--- src/assert_macros.svh ---
// Assertion macros shared by the cubic Bezier evaluator RTL.
// No dependencies; each user must have clk and rst in scope.
`ifndef ASSERT_MACROS_SVH
`define ASSERT_MACROS_SVH

// Check a property at every rising clock edge outside reset.
`define CBPE_ASSERT(name, prop, msg) \
  name: assert property (@(posedge clk) disable iff (rst) prop) \
    else $error(msg);

// Check that a condition never holds outside reset.
`define CBPE_ASSERT_NEVER(name, cond, msg) \
  name: assert property (@(posedge clk) disable iff (rst) !(cond)) \
    else $error(msg);

`endif

--- src/cbpe_pkg.sv ---
// Package for the cubic Bezier evaluator: widths, register codes, point
// struct and the fixed-point interpolation function. No dependencies.
package cbpe_pkg;

  localparam int COORD_BITS  = 10;
  localparam int T_FRAC_BITS = 16;
  localparam int T_W         = T_FRAC_BITS + 1;
  localparam int FIX_W       = COORD_BITS + T_FRAC_BITS;
  localparam int PROD_W      = T_W + 1 + FIX_W + 1;

  localparam int NUM_REGS  = 8;
  localparam int REG_IDX_W = $clog2(NUM_REGS);
  localparam int ADDR_W    = REG_IDX_W + 2;
  localparam int DATA_W    = 32;

  localparam logic [T_W-1:0] T_ONE = {1'b1, {T_FRAC_BITS{1'b0}}};

  typedef enum logic [REG_IDX_W-1:0] {
    REG_P0_X, REG_P0_Y, REG_P1_X, REG_P1_Y,
    REG_P2_X, REG_P2_Y, REG_P3_X, REG_P3_Y
  } cbpe_reg_t;

  typedef logic [COORD_BITS-1:0] coord_t;
  typedef logic [FIX_W-1:0]      fix_t;

  typedef struct packed {
    logic [3:0][COORD_BITS-1:0] x;
    logic [3:0][COORD_BITS-1:0] y;
  } cbpe_points_t;

  // Pixel coordinate to fixed point.
  function automatic fix_t to_fix(input coord_t c);
    return {c, {T_FRAC_BITS{1'b0}}};
  endfunction

  // a + floor(t * (b - a) / ONE); the arithmetic shift floors both signs.
  function automatic fix_t lerp_fix(input fix_t a, input fix_t b,
                                    input logic [T_W-1:0] t);
    logic signed [FIX_W:0]    diff;
    logic signed [T_W:0]      ts;
    logic signed [PROD_W-1:0] prod;
    logic signed [PROD_W-1:0] sum;
    diff = signed'({1'b0, b}) - signed'({1'b0, a});
    ts   = signed'({1'b0, t});
    prod = ts * diff;
    sum  = (prod >>> T_FRAC_BITS) + signed'(PROD_W'(a));
    return sum[FIX_W-1:0];
  endfunction

endpackage

--- src/cbpe_regs.sv ---
// APB-style control register file holding the four control points.
// Depends on cbpe_pkg and assert_macros.svh.
`include "assert_macros.svh"

module cbpe_regs
  import cbpe_pkg::*;
(
  input  logic              clk,
  input  logic              rst,
  input  logic              psel,
  input  logic              penable,
  input  logic              pwrite,
  input  logic [ADDR_W-1:0] paddr,
  input  logic [DATA_W-1:0] pwdata,
  output logic [DATA_W-1:0] prdata,
  output logic              pready,
  output cbpe_points_t      pts
);

  logic [NUM_REGS-1:0][COORD_BITS-1:0] regs;
  logic                                wr_en;
  logic [REG_IDX_W-1:0]                idx;

  assign pready = 1'b1;
  assign idx    = paddr[ADDR_W-1:2];
  assign wr_en  = psel && penable && pwrite && pready;

  always_ff @(posedge clk) begin
    if (rst) begin
      regs <= '0;
    end else if (wr_en) begin
      regs[idx] <= pwdata[COORD_BITS-1:0];
    end
  end

  assign prdata = DATA_W'(regs[idx]);

  assign pts.x[0] = regs[REG_P0_X];
  assign pts.y[0] = regs[REG_P0_Y];
  assign pts.x[1] = regs[REG_P1_X];
  assign pts.y[1] = regs[REG_P1_Y];
  assign pts.x[2] = regs[REG_P2_X];
  assign pts.y[2] = regs[REG_P2_Y];
  assign pts.x[3] = regs[REG_P3_X];
  assign pts.y[3] = regs[REG_P3_Y];

  `CBPE_ASSERT(a_p3y_write, (wr_en && idx == REG_P3_Y) |=> (pts.y[3] == $past(pwdata[COORD_BITS-1:0])), "p3_y write not stored")

endmodule

--- config.mk ---
export PLATFORM = sky130hd
export DESIGN_NAME = cbpe_regs
export DESIGN_NICKNAME = d
export VERILOG_FILES = /design/src/cbpe_pkg.sv /design/src/cbpe_regs.sv
export VERILOG_INCLUDE_DIRS = /design/src /design/src/src
export SDC_FILE = /design/constraint.sdc
export NUM_CORES = 1
export LEC_CHECK = 0
export BUFFER_PORTS_ARGS = -buffer_cell sky130_fd_sc_hd__buf_2
export CELL_PAD_IN_SITES_DETAIL_PLACEMENT = 1
export CELL_PAD_IN_SITES_GLOBAL_PLACEMENT = 2
export CORE_ASPECT_RATIO = 1.5
export CORE_MARGIN = 2
export CORE_UTILIZATION = 27
export DETAILED_ROUTE_END_ITERATION = 8
export PLACE_DENSITY = 0.88
export SLEW_MARGIN = 20
export SYNTH_ARGS = -nofsm -noshare
export SYNTH_HDL_FRONTEND = slang
export SYNTH_SLANG_ARGS = --single-unit
--- constraint.sdc ---
create_clock -name clk -period 1.97 [get_ports clk]
set_clock_uncertainty 0.05 [all_clocks]
set_input_delay 0.4925 -clock clk [delete_from_list [all_inputs] [get_ports clk]]
set_output_delay 0.4925 -clock clk [all_outputs]
set_load 0.02 [all_outputs]
==> run_results.csv <==
group,metric,value,unit
grt,grt_pass1_vias,3436,
layout,final_common_cell,"buf_2",
worst_setup_path,cp.required,1430,ps
worst_setup_path,worstPathMaxFanout,5,
synthesis,ys_seq_elements,80,
layout,drive_gt1_frac,0.413,
routing,drt_iter0_drc,93,
clock_tree,cts_root_buf,"clkbuf_16",
timing,period_share,1.14,
worst_setup_path,cp.buffers_inverters,3,
placed_design,dp_hpwl,10000,um
pwr,p_per_area,685,nW/um^2
floorplanning,initial_core_util,0.273,
routing,via_count,3164,
layout,finalCoreUtilization,0.380,
layout,largest_reg_flops,80,
clock_tree,cts_made_buffers,9,
layout,nets,536,
worst_setup_path,reg2reg_from,"pts[52]",
min_path,hold_end,"pts[2]",
pwr,swShare,0.246,
floorplanning,die_h,152,um
synthesis,synthFlopType,"dfxtp_1",
clock_tree,ctsHoldBuffers,0,
routing,drt-wirelength-per-cell,19.2,um
worst_setup_path,critPathKind,"in -> out",
synthesis,synth_edf_count,0,
worst_setup_path,startpoint,"paddr[4]",
worst_setup_path,end_kind,"output pin",
grt,gr-usage-all-layers,0.176,
outcome,status,"finished, violations left",
grt,grt_remaining_overflow,0,
floorplanning,chipWidth,103,um
layout,diodes,0,
clock_tree,clock_latency,330,ps
timing,setup_viol,10,
clock_tree,cts_tree,"yes",
timing,rsz0062_at_grt,"yes",
synthesis,netlist_instances,354,
worst_setup_path,start_kind,"input pin",
pwr,power_frac_seq,0.438,
timing,period_needed,2240,ps
synthesis,netlist_area,3930,sq um
synthesis,yosys_warnings,0,
layout,n_fill_cell,1631,
worst_setup_path,path_common_cell,"buf_12",
pwr,pwr-share-comb,0.102,
routing,drtAntennaViolNets,0,
timing,finalHoldViolCount,0,
min_path,hold_depth,3,
synthesis,synth_top_area_frac,0.407,
layout,multiInputGateArea,2130,sq um
pwr,internal_power,2820,uW
pwr,p_leak,0.00277,uW
clock_tree,clkSinkCount,80,
min_path,min-delay-start,"pwdata[2]",
worst_setup_path,rrSetupSlack,1160,ps
grt,grt_first_pass_wirelength,20100,um
worst_setup_path,cpMaxStageDelayCell,"mux4_2",
timing,fmax,446,MHz
grt,antenna_found_initial,0,
synthesis,ys_types,24,
worst_setup_path,cp_top_family,"multiplexers",
outcome,violations,"setup timing",
synthesis,synth_area_leader_cell,"dfxtp_1",
floorplanning,row_count,54,
placed_design,post-place-ws,-470,ps
grt,grt_max_degree,38,
pwr,p_switching,921,uW
worst_setup_path,worst_path_largest_cell_delay,510,ps
layout,layout_common_cells,"buf_2, nand2b_1, dfxtp_1",
synthesis,ys_seq_area_frac,0.407,
worst_setup_path,cp.arrival,1700,ps
job,maxCapViolCount,0,
timing,worst_slack,-272,ps
worst_setup_path,reg2reg_depth,2,
routing,viasPerCell,4.55,
pwr,vdd_drop_max,374,uV
floorplanning,core,14400,sq um
floorplanning,die_area,15600,sq um
clock_tree,clock_path_buffers,2,
layout,regArea,1600,sq um
synthesis,synth.avg_cell_area,11.1,sq um
floorplanning,io_pins,155,
worst_setup_path,crit_path_cell_trace,"buf_12 > buf_12 > mux4_2 > mux2_4 > buf_6",
routing,drc,0,
min_path,hp-class,"in -> reg",
routing,drt_first_pass_iters,4,
clock_tree,htree_levels,3,
synthesis,async_reset_ff_frac,0,
placed_design,portBuffers,107,
clock_tree,clkTransAtPathRegs,60,ps
worst_setup_path,regToRegEndpoint,"pts[52]",
placed_design,place_congestion,0.766,
layout,areaGrowthSynthToFinish,39.0,%
routing,drt_wl_total,13400,um
timing,report.final.slew_viol_count,0,
synthesis,synthTopCellsByArea,"dfxtp_1, mux2i_1, nand2b_1, mux4_2, buf_4",
pwr,clkPwrFrac,0.460,
how the worst max path moves through the flow:
stage / end / depth (start not counted)
floorplan: prdata[0] / 4
global placement: prdata[0] / 5
detailed placement: prdata[0] / 5
CTS: prdata[8] / 5
global route: prdata[5] / 5
finish: prdata[8] / 5
final cells by class:
class                   instances  share of cell area
clock buffers                  10              0.0437
clock inverters                 6              0.0124
multi-input cells             248               0.390
flip-flops and latches         80               0.293
well taps                     196              0.0449
repair buffers                155               0.215
repair_timing:
action	4_1_cts	5_1_grt
gates cloned	2	0
buffers inserted	3	3
resized for setup	33	2
setup endpoints to repair	10	10
metrics by stage:
stage          TNS [ps]  hold slack, ps  power, uW  cells  cell area, sq um
6_report          -2420             369       3740    695              5470
5_1_grt           -2620             380       3900    695              5470
4_1_cts           -2540             352       3790    692              5440
3_5_place_dp      -7670             434       2020    671              4950
3_3_place_gp      -6290             421       2010    671              4950
2_1_floorplan      -359             505       1920    375              4050
per-layer routing:
metal / share of wire / vias up / wire (um) / track usage
li1: - / 1463 / - / -
met1: 0.38 / 1593 / 5070 / 0.191
met2: 0.56 / 90 / 7430 / 0.322
met3: 0.041 / 18 / 544 / 0.0432
met4: 0.024 / 0 / 322 / 0.0616
met5: 0 / - / 0 / 0
synth_stat cells (2+ instances only):
library cell,number
nand2b_1,81
dfxtp_1,80
mux2i_1,70
buf_4,26
mux4_2,20
clkbuf_1,12
nand3_1,12
a21oi_1,10
o21ai_1,10
mux2_2,8
buf_2,5
nand2_2,4
buf_6,2
conb_1,2
mux2_4,2
nor2b_1,2
kinds of logic (layout without fill, tap and decap cells):
group / Yosys count / in the layout / share of synthesized area
compound gates: 20 / 20 / 0.0255
buf+inv: 47 / 171 / 0.0779
flops: 80 / 80 / 0.407
other cells: 2 / 23 / 0.00191
simple gates: 105 / 105 / 0.164
mux: 100 / 100 / 0.323
tightest hold or removal path, stage by stage:
cell and delay [ps]:
buf_2 110, nand3_1 60, a21oi_1 50
power groups by stage:
stage	logic, uW	clock network [uW]	registers (uW)
after floorplan	230	0	1690
after global placement	334	0	1670
after detailed placement	345	0	1680
after CTS	378	1770	1640
after global routing	405	1850	1640
final	380	1720	1640
Note: power is estimated with default switching activity, not from simulation.
